==> src/burst_cooldown_duty_controller_assert.svh <==
// ----------------------------------------------------------------------------
// burst_cooldown_duty_controller_assert.svh
// Assertion macros for the burst / cool-down duty controller.
// ----------------------------------------------------------------------------
`ifndef BURST_COOLDOWN_DUTY_CONTROLLER_ASSERT_SVH
`define BURST_COOLDOWN_DUTY_CONTROLLER_ASSERT_SVH

`ifndef SYNTHESIS
// same-cycle implication
`define BCDC_ASSERT_HOLDS(lbl, clk, rst_n, ante, cons) \
	lbl: assert property (@(posedge clk) disable iff (!rst_n) (ante) |-> (cons)) \
		else $error("bcdc: same-cycle check failed");
// next-cycle implication
`define BCDC_ASSERT_NEXT(lbl, clk, rst_n, ante, cons) \
	lbl: assert property (@(posedge clk) disable iff (!rst_n) (ante) |=> (cons)) \
		else $error("bcdc: next-cycle check failed");
`else
`define BCDC_ASSERT_HOLDS(lbl, clk, rst_n, ante, cons)
`define BCDC_ASSERT_NEXT(lbl, clk, rst_n, ante, cons)
`endif

`endif

==> src/bcdc_pkg.sv <==
// ----------------------------------------------------------------------------
// bcdc_pkg
// Types and constants of the burst / cool-down duty controller.
// ----------------------------------------------------------------------------
package bcdc_pkg;

	localparam int COUNTER_BITS_DEF = 32;

	typedef enum logic [2:0] {
		ST_IDLE,
		ST_DIV_SAMPLE,
		ST_SUM,
		ST_DIV_EMA,
		ST_DONE
	} bcdc_state_t;

	typedef enum logic [1:0] {
		PROF_EXACT = 2'd0,
		PROF_BURST = 2'd1,
		PROF_COOL  = 2'd2
	} bcdc_profile_t;

	typedef enum logic [2:0] {
		REG_ENABLE             = 3'd0,
		REG_COOLDOWN_PERIOD    = 3'd1,
		REG_ACCEPT_FLOOR       = 3'd2,
		REG_MARGIN_FLOOR       = 3'd3,
		REG_BURST_LAYER_LIMIT  = 3'd4,
		REG_BURST_COARSE_ONLY  = 3'd5,
		REG_BURST_EXPERT_COUNT = 3'd6,
		REG_BURST_SKIP_RATIO   = 3'd7
	} bcdc_reg_t;

	localparam logic [16:0] EMA_ONE        = 17'h10000;
	localparam logic [7:0]  EMA_DIVISOR    = 8'd10;
	// floor(x / 10) == (x * EMA_RECIP) >> 23 for every x below 2^22
	localparam logic [19:0] EMA_RECIP      = 20'd838861;
	localparam logic [8:0]  FULL_DIAL      = 9'h1FF;
	localparam logic [15:0] PERIOD_RESET   = 16'd8;
	localparam logic [15:0] STEPS_MAX      = 16'hFFFF;
	// divider step count minus one: 16 quotient bits for the ratio
	localparam logic [4:0]  SAMPLE_STEPS   = 5'd15;

endpackage

==> src/burst_cooldown_duty_controller.sv <==
// ----------------------------------------------------------------------------
// burst_cooldown_duty_controller
// Picks a compute profile (exact, burst, cool-down) per decode step and keeps
// a Q1.16 draft-acceptance EMA. Each request on the input stream gives one
// result. A decide request goes from ST_IDLE to ST_DONE and then into the
// output register; a feed request runs one shared restoring divider (one
// quotient bit per cycle) that forms accepted/drafted in 16 steps; when
// drafted is zero or accepted >= drafted the divider is skipped. 9*ema +
// sample is then summed in ST_SUM and divided by ten with a reciprocal
// multiply in ST_DIV_EMA. A stalled result stream holds the block in
// ST_DONE. s_tready is low while a request is in work; the output
// register lets the next request in once the block is idle even if the
// previous result has not been taken. Registers sit behind an APB port at
// byte address 4*index, 32-bit data, pready tied high.
// ----------------------------------------------------------------------------
`include "burst_cooldown_duty_controller_assert.svh"

module burst_cooldown_duty_controller
	import bcdc_pkg::*;
#(
	parameter int COUNTER_BITS = COUNTER_BITS_DEF
) (
	input  logic         clk,
	input  logic         arst_n,
	// input stream
	input  logic         s_tvalid,
	output logic         s_tready,
	input  logic [31:0]  s_tdata,   // margin[15:0], accepted[23:16], drafted[31:24]
	input  logic         s_tuser,   // kind (0 decide, 1 feed)
	// result stream
	output logic         m_tvalid,
	input  logic         m_tready,
	output logic [119:0] m_tdata,   // profile[1:0], layer_limit[10:2], use_fine_tier[11],
	                                // expert_count[20:12], skip_ratio[36:21],
	                                // accept_rate[53:37], burst_total[85:54],
	                                // cooldown_total[117:86], zero[119:118]
	// configuration
	input  logic         psel,
	input  logic         penable,
	input  logic         pwrite,
	input  logic [4:0]   paddr,
	input  logic [31:0]  pwdata,
	output logic [31:0]  prdata,
	output logic         pready
);

	// configuration registers
	logic               enable_q;
	logic [15:0]        cooldown_period_q;
	logic [16:0]        accept_floor_q;
	logic [14:0]        margin_floor_q;
	logic [8:0]         burst_layer_limit_q;
	logic               burst_coarse_only_q;
	logic [8:0]         burst_expert_count_q;
	logic [15:0]        burst_skip_ratio_q;

	// controller state
	bcdc_state_t        state_q, state_d;
	bcdc_profile_t      prof_q;
	logic [16:0]        ema_q;
	logic [15:0]        steps_q;
	logic [COUNTER_BITS-1:0] burst_cnt_q;
	logic [COUNTER_BITS-1:0] cool_cnt_q;
	logic [16:0]        sample_q;

	// shared divider
	logic [7:0]         rem_q;
	logic [19:0]        dq_q;
	logic [7:0]         div_q;
	logic [4:0]         cnt_q;
	logic [8:0]         trial;
	logic               ge;
	logic [7:0]         rem_step;
	logic [19:0]        dq_step;
	logic               div_last;

	// output register
	logic               m_valid_q;
	logic [119:0]       m_data_q;

	logic               in_acc;
	logic               out_free;
	logic               out_load;
	logic               cfg_wr;
	logic signed [15:0] margin;
	logic [7:0]         accepted;
	logic [7:0]         drafted;
	logic               go_cool;
	logic               need_div;
	logic [19:0]        ema_sum;
	logic [39:0]        ema_prod;
	logic [63:0]        burst_ext;
	logic [63:0]        cool_ext;
	logic [8:0]         o_layer;
	logic               o_fine;
	logic [8:0]         o_expert;
	logic [15:0]        o_skip;

	assign margin   = $signed(s_tdata[15:0]);
	assign accepted = s_tdata[23:16];
	assign drafted  = s_tdata[31:24];

	assign s_tready = (state_q == ST_IDLE);
	assign in_acc   = s_tvalid && s_tready;
	assign out_free = !m_valid_q || m_tready;
	assign out_load = (state_q == ST_DONE) && out_free;
	assign m_tvalid = m_valid_q;
	assign m_tdata  = m_data_q;

	// ---------------- configuration port ----------------
	assign pready = 1'b1;
	assign cfg_wr = psel && penable && pwrite;

	always_ff @(posedge clk or negedge arst_n) begin
		if (!arst_n) begin
			enable_q             <= 1'b0;
			cooldown_period_q    <= PERIOD_RESET;
			accept_floor_q       <= '0;
			margin_floor_q       <= '0;
			burst_layer_limit_q  <= FULL_DIAL;
			burst_coarse_only_q  <= 1'b0;
			burst_expert_count_q <= FULL_DIAL;
			burst_skip_ratio_q   <= '0;
		end else if (cfg_wr) begin
			case (bcdc_reg_t'(paddr[4:2]))
				REG_ENABLE:             enable_q             <= pwdata[0];
				REG_COOLDOWN_PERIOD:    cooldown_period_q    <= pwdata[15:0];
				REG_ACCEPT_FLOOR:       accept_floor_q       <= pwdata[16:0];
				REG_MARGIN_FLOOR:       margin_floor_q       <= pwdata[14:0];
				REG_BURST_LAYER_LIMIT:  burst_layer_limit_q  <= pwdata[8:0];
				REG_BURST_COARSE_ONLY:  burst_coarse_only_q  <= pwdata[0];
				REG_BURST_EXPERT_COUNT: burst_expert_count_q <= pwdata[8:0];
				REG_BURST_SKIP_RATIO:   burst_skip_ratio_q   <= pwdata[15:0];
				default: ;
			endcase
		end
	end

	always_comb begin
		case (bcdc_reg_t'(paddr[4:2]))
			REG_ENABLE:             prdata = 32'(enable_q);
			REG_COOLDOWN_PERIOD:    prdata = 32'(cooldown_period_q);
			REG_ACCEPT_FLOOR:       prdata = 32'(accept_floor_q);
			REG_MARGIN_FLOOR:       prdata = 32'(margin_floor_q);
			REG_BURST_LAYER_LIMIT:  prdata = 32'(burst_layer_limit_q);
			REG_BURST_COARSE_ONLY:  prdata = 32'(burst_coarse_only_q);
			REG_BURST_EXPERT_COUNT: prdata = 32'(burst_expert_count_q);
			REG_BURST_SKIP_RATIO:   prdata = 32'(burst_skip_ratio_q);
			default:                prdata = '0;
		endcase
	end

	// ---------------- decide rule ----------------
	assign go_cool = ((cooldown_period_q != '0) && (steps_q >= cooldown_period_q)) ||
	                 ((accept_floor_q != '0) && (ema_q < accept_floor_q)) ||
	                 ((margin_floor_q != '0) &&
	                  (margin < $signed({1'b0, margin_floor_q})));

	// only a true fraction needs the divider
	assign need_div = (drafted != '0) && (accepted < drafted);

	// ---------------- shared divider step ----------------
	assign trial    = {rem_q, dq_q[19]};
	assign ge       = trial >= {1'b0, div_q};
	assign rem_step = ge ? 8'(trial - {1'b0, div_q}) : trial[7:0];
	assign dq_step  = {dq_q[18:0], ge};
	assign div_last = (cnt_q == '0);

	assign ema_sum  = {ema_q, 3'b000} + 20'(ema_q) + 20'(sample_q);
	// divide by ten: the registered sum is at most 10 * 1.0, well inside the range
	assign ema_prod = 40'(dq_q) * 40'(EMA_RECIP);

	// ---------------- sequencer ----------------
	always_ff @(posedge clk or negedge arst_n) begin
		if (!arst_n)
			state_q <= ST_IDLE;
		else
			state_q <= state_d;
	end

	always_comb begin
		state_d = state_q;
		case (state_q)
			ST_IDLE: begin
				if (in_acc) begin
					if (!s_tuser)
						state_d = ST_DONE;
					else if (need_div)
						state_d = ST_DIV_SAMPLE;
					else
						state_d = ST_SUM;
				end
			end
			ST_DIV_SAMPLE: begin
				if (div_last)
					state_d = ST_SUM;
			end
			ST_SUM:        state_d = ST_DIV_EMA;
			ST_DIV_EMA:    state_d = ST_DONE;
			ST_DONE: begin
				if (out_free)
					state_d = ST_IDLE;
			end
			default:       state_d = ST_IDLE;
		endcase
	end

	// ---------------- datapath ----------------
	always_ff @(posedge clk or negedge arst_n) begin
		if (!arst_n) begin
			prof_q      <= PROF_EXACT;
			ema_q       <= EMA_ONE;
			steps_q     <= '0;
			burst_cnt_q <= '0;
			cool_cnt_q  <= '0;
			cnt_q       <= '0;
		end else begin
			case (state_q)
				ST_IDLE: begin
					if (in_acc && !s_tuser) begin
						if (!enable_q) begin
							prof_q <= PROF_EXACT;
						end else if (go_cool) begin
							prof_q     <= PROF_COOL;
							steps_q    <= '0;
							cool_cnt_q <= cool_cnt_q + 1'b1;
						end else begin
							prof_q      <= PROF_BURST;
							burst_cnt_q <= burst_cnt_q + 1'b1;
							if (steps_q != STEPS_MAX)
								steps_q <= steps_q + 1'b1;
						end
					end else if (in_acc) begin
						cnt_q <= SAMPLE_STEPS;
					end
				end
				ST_DIV_SAMPLE: cnt_q <= cnt_q - 1'b1;
				ST_DIV_EMA:    ema_q <= ema_prod[39:23];
				default: ;
			endcase
		end
	end

	// divider operands and sample carry no reset
	always_ff @(posedge clk) begin
		case (state_q)
			ST_IDLE: begin
				if (in_acc && s_tuser) begin
					rem_q <= accepted;
					dq_q  <= '0;
					div_q <= drafted;
					if (drafted == '0)
						sample_q <= ema_q;   // no draft: sample is the old EMA
					else
						sample_q <= EMA_ONE; // saturated ratio
				end
			end
			ST_DIV_SAMPLE: begin
				rem_q <= rem_step;
				dq_q  <= dq_step;
				if (div_last)
					sample_q <= {1'b0, dq_step[15:0]};
			end
			ST_SUM:        dq_q <= ema_sum;
			default: ;
		endcase
	end

	// ---------------- result register ----------------
	assign burst_ext = 64'(burst_cnt_q);
	assign cool_ext  = 64'(cool_cnt_q);

	always_comb begin
		if (prof_q == PROF_BURST) begin
			o_layer  = burst_layer_limit_q;
			o_fine   = !burst_coarse_only_q;
			o_expert = burst_expert_count_q;
			o_skip   = burst_skip_ratio_q;
		end else begin
			o_layer  = FULL_DIAL;
			o_fine   = 1'b1;
			o_expert = FULL_DIAL;
			o_skip   = '0;
		end
	end

	always_ff @(posedge clk or negedge arst_n) begin
		if (!arst_n)
			m_valid_q <= 1'b0;
		else if (out_load)
			m_valid_q <= 1'b1;
		else if (m_tready)
			m_valid_q <= 1'b0;
	end

	always_ff @(posedge clk) begin
		if (out_load)
			m_data_q <= {2'b00, cool_ext[31:0], burst_ext[31:0], ema_q, o_skip,
			             o_expert, o_fine, o_layer, prof_q};
	end

	// ---------------- checks ----------------
	`BCDC_ASSERT_HOLDS(a_ema_range, clk, arst_n, 1'b1, ema_q <= EMA_ONE)
	`BCDC_ASSERT_HOLDS(a_rem_below_div, clk, arst_n, state_q == ST_DIV_SAMPLE, rem_q < div_q)
	`BCDC_ASSERT_HOLDS(a_cool_clears_steps, clk, arst_n, prof_q == PROF_COOL, steps_q == '0)
	`BCDC_ASSERT_NEXT(a_busy_after_accept, clk, arst_n, in_acc, !s_tready)

endmodule

==> config.mk <==
export PLATFORM = sky130hd
export DESIGN_NAME = burst_cooldown_duty_controller
export DESIGN_NICKNAME = d
export VERILOG_FILES = /design/src/bcdc_pkg.sv /design/src/burst_cooldown_duty_controller.sv
export VERILOG_INCLUDE_DIRS = /design/src /design/src/src
export SDC_FILE = /design/constraint.sdc
export NUM_CORES = 1
export LEC_CHECK = 0
export BUFFER_PORTS_ARGS = -buffer_cell sky130_fd_sc_hd__buf_2
export CORE_UTILIZATION = 25
export DETAILED_ROUTE_END_ITERATION = 10
export HOLD_SLACK_MARGIN = 0.08
export PLACE_DENSITY = 0.48
export SLEW_MARGIN = 25
export SYNTH_ARGS = -nofsm -noshare
export SYNTH_HDL_FRONTEND = slang
export SYNTH_SLANG_ARGS = --single-unit
export TNS_END_PERCENT = 100
==> constraint.sdc <==
create_clock -name clk -period 5.64 [get_ports clk]
set_input_delay 0.282 -clock clk [delete_from_list [all_inputs] [get_ports clk]]
set_output_delay 0.282 -clock clk [all_outputs]
set_load 0.1 [all_outputs]
==> impl_metrics.yaml <==
worst_setup_path:
  rr_endpoint: "ema_q[16]"
  required_ns: 6.14
  end_kind: "register"
  rrSetupSlack_ns: -0.32
  startpoint_type: "register"
  worstRegToRegCells: 21
  worstPathArrival_ns: 6.46
  critical_path_class: "register to register"
  r2r-start: "dq_q[9]"
  cp_max_fo: 4
timing:
  max_slew_margin: 0.375
  whs_ns: 0.131
  drv_slew: 0
  hold_violations: 0
  setup_viol_count_final: 17
  period_share: 1.06
  skew_ns: 0.0189
  rsz0062_at_grt: "true"
  fmax_mhz: 168
  setup_slack_ns: -0.320
  period_minus_slack_ns: 5.96
  worst_pin_slew_ns: 0.931
logic_synthesis:
  synth_xor_area_frac: 0.0439
  synthesis.area_um2: 24500
  yosysMostFrequentCell: "ha_1"
  synth_area_leaders: "edfxtp_1, dfrtp_1, ha_1"
  synth_compound_area_frac: 0.0838
  synthFlopType: "dfrtp_1"
  synth_cell_types: 73
  synth_edf_count: 171
  synth.yosys.seq_area_share: 0.406
  muxShareOfSynthArea: 0.0303
  yosys-top-cells-count: "ha_1, inv_1, nand2_1, dfrtp_1, edfxtp_1"
  syn-instance-count: 2207
  ys_ff_latch: 363
  synth_async_sr_flop_share: 0.529
  yosysTopAreaCellShare: 0.209
  synth_top_area_cell: "edfxtp_1"
  synth-adder-area-share: 0.267
  synth_top_family_by_area: "adder cells"
  avgSynthCellArea_um2: 11.1
  yosys_warnings: 0
  synthSimpleGateAreaFrac: 0.111
place:
  place_ws_ns: -0.655
  gp_congestion: 0.863
  io_buffers: 196
  dp_cells: 3786
  dp_hpwl_um: 55700
floorplanning:
  die_h_um: 315
  core-area_um2: 97000
  die_area_um2: 99300
  num_rows: 114
  io-pin-count: 232
  fp.dieW_um: 315
  start_util: 0.253
hold_path:
  hold_path_end: "accept_floor_q[0]"
  hold_depth: 2
  hp-start: "pwdata[0]"
  hp-class: "primary input to register"
global_routing:
  grt_pass1_vias: 18300
  grt_start_max_net_pins: 113
  grtUsageTotal: 0.144
  antenna_found_initial: 0
  grt_pass1_wl_um: 110000
  grt-ovfl-total: 0
cts:
  max-clock-path-buffers: 3
  cts_sinks: 363
  clock_latency_ns: 0.57
  clk_pin_slew_ns: 0.06
  cts_tree: "yes"
  htreeDepth: 2
  root_buffer: "clkbuf_16"
  cts_buffers: 41
finish:
  nFillCells: 9934
  postLayoutCoreUtil: 0.321
  syn_to_final_growth_pct: 26.8
  drive_above_1_share: 0.258
  fin_nets: 3149
  stdcell_count: 3946
route:
  drt_iter0_drc: 964
  num_vias: 17600
  drt-pass1-iter-count: 10
  wirelength_um: 70800
  vias_per_cell: 4.46
  drc: 46
  drtAntennaViolNets: 0
  drt-wirelength-per-cell_um: 17.9
outcome:
  status: "finished with violations"
  failed_checks: "design-rule violations, negative setup slack"
job:
  drv_cap: 0
per-layer routing:
metal	part of all wire	GRT usage	up-vias
li1	-	-	8475
met1	0.46	0.192	8764
met2	0.50	0.249	267
met3	0.028	0.0139	74
met4	0.021	0.0362	0
met5	0	0	-
through the flow:
stage | instance area, um^2 | setup TNS [ns]
floorplan | 25000 | -0.143
global placement | 28400 | -8.27
detailed placement | 28500 | -8.61
CTS | 30800 | -3.89
global route | 31100 | -7.00
finish | 31100 | -3.58
registers in the layout, summed over array words and instances (netlist names):
name	flops
prof_q	2
steps_q	16
ema_q	17
div_q	8
cnt_q	5
burst_coarse_only_q	1
m_tvalid	1
cool_cnt_q	32
burst_cnt_q	32
cooldown_period_q	16
margin_floor_q	15
dq_q	20
m_tdata	118
enable_q	1
sample_q	17
rem_q	8
accept_floor_q	17
burst_expert_count_q	9
burst_skip_ratio_q	16
state_q	3
burst_layer_limit_q	9
cells by family after synthesis:
family | Yosys count
mux | 65
compound gates | 328
flops | 363
other cells | 2
buf+inv | 354
xor+xnor | 123
simple gates | 536
fa+ha+maj | 436
worst max-delay path by stage:
stage / start / slack [ns] / end
finish: dq_q[9] / -0.32 / ema_q[16]
detailed placement: dq_q[3] / -0.65 / ema_q[14]
floorplan: dq_q[8] / -0.09 / ema_q[16]
CTS: dq_q[12] / -0.34 / ema_q[16]
global route: dq_q[9] / -0.51 / ema_q[15]
global placement: dq_q[11] / -0.60 / ema_q[15]
final cells by class:
class / instances / area [um^2] / area share
diodes: 1 / 2.50 / 0.0000805
clock buffers: 54 / 1180 / 0.0379
clock inverters: 22 / 233 / 0.00748
inverters: 287 / 1080 / 0.0347
multi-input cells: 1506 / 14100 / 0.452
flip-flops and latches: 363 / 9960 / 0.320
well taps: 1276 / 1600 / 0.0513
repair buffers: 437 / 2980 / 0.0958
critical path, stage by stage, from the launching register on:
cell and delay, ns:
edfxtp_1 0.48, buf_6 0.17, ha_4 0.26, buf_6 0.11, inv_2 0.06, fa_1 0.52
fa_1 0.43, fa_1 0.49, inv_1 0.05, fa_1 0.45, fa_1 0.57, ha_4 0.22
ha_4 0.23, and2_4 0.15, a221oi_4 0.23, o21ai_2 0.09, or3_4 0.38, nor3_4 0.19
nor2_2 0.09, a2111oi_4 0.33, xnor2_1 0.12, mux2_2 0.27
cells in the final DEF (no fill, tap or decap), types with 8 or more instances in the layout:
master,netlist,routed
inv_1,287,270
ha_1,290,247
buf_2,1,195
buf_4,19,189
dfrtp_1,172,172
nand2_1,175,171
edfxtp_1,171,171
fa_1,146,142
o21ai_0,119,109
nand3_1,72,70
xnor2_1,66,65
mux2_2,63,63
nor2_1,65,60
xor2_1,57,55
a21oi_1,64,52
clkbuf_16,0,44
ha_4,0,36
a21o_1,34,34
dlygate4sd3_1,0,33
nand2b_1,32,32
nand4_1,31,31
and2_1,31,29
nor3_1,31,27
and3_1,24,23
dfstp_2,20,20
nor4_1,19,19
conb_1,2,18
buf_6,0,17
inv_2,0,16
a22oi_1,16,16
nor2b_1,15,14
a221oi_1,10,8
a22o_1,9,8
o22ai_1,8,8
repair_timing:
item / 4_1_cts / 5_1_grt
endpoints found under the setup margin: 17 / 17
hold endpoints to repair: 164 / 0
setup buffers: 39 / 13
hold buffers: 33 / 0
resized for setup: 68 / 43
pin swaps: 43 / 44
Power is left out: the tool's default activity adds up to more than one toggle a clock period on the data nets, which glitch-free logic cannot reach.
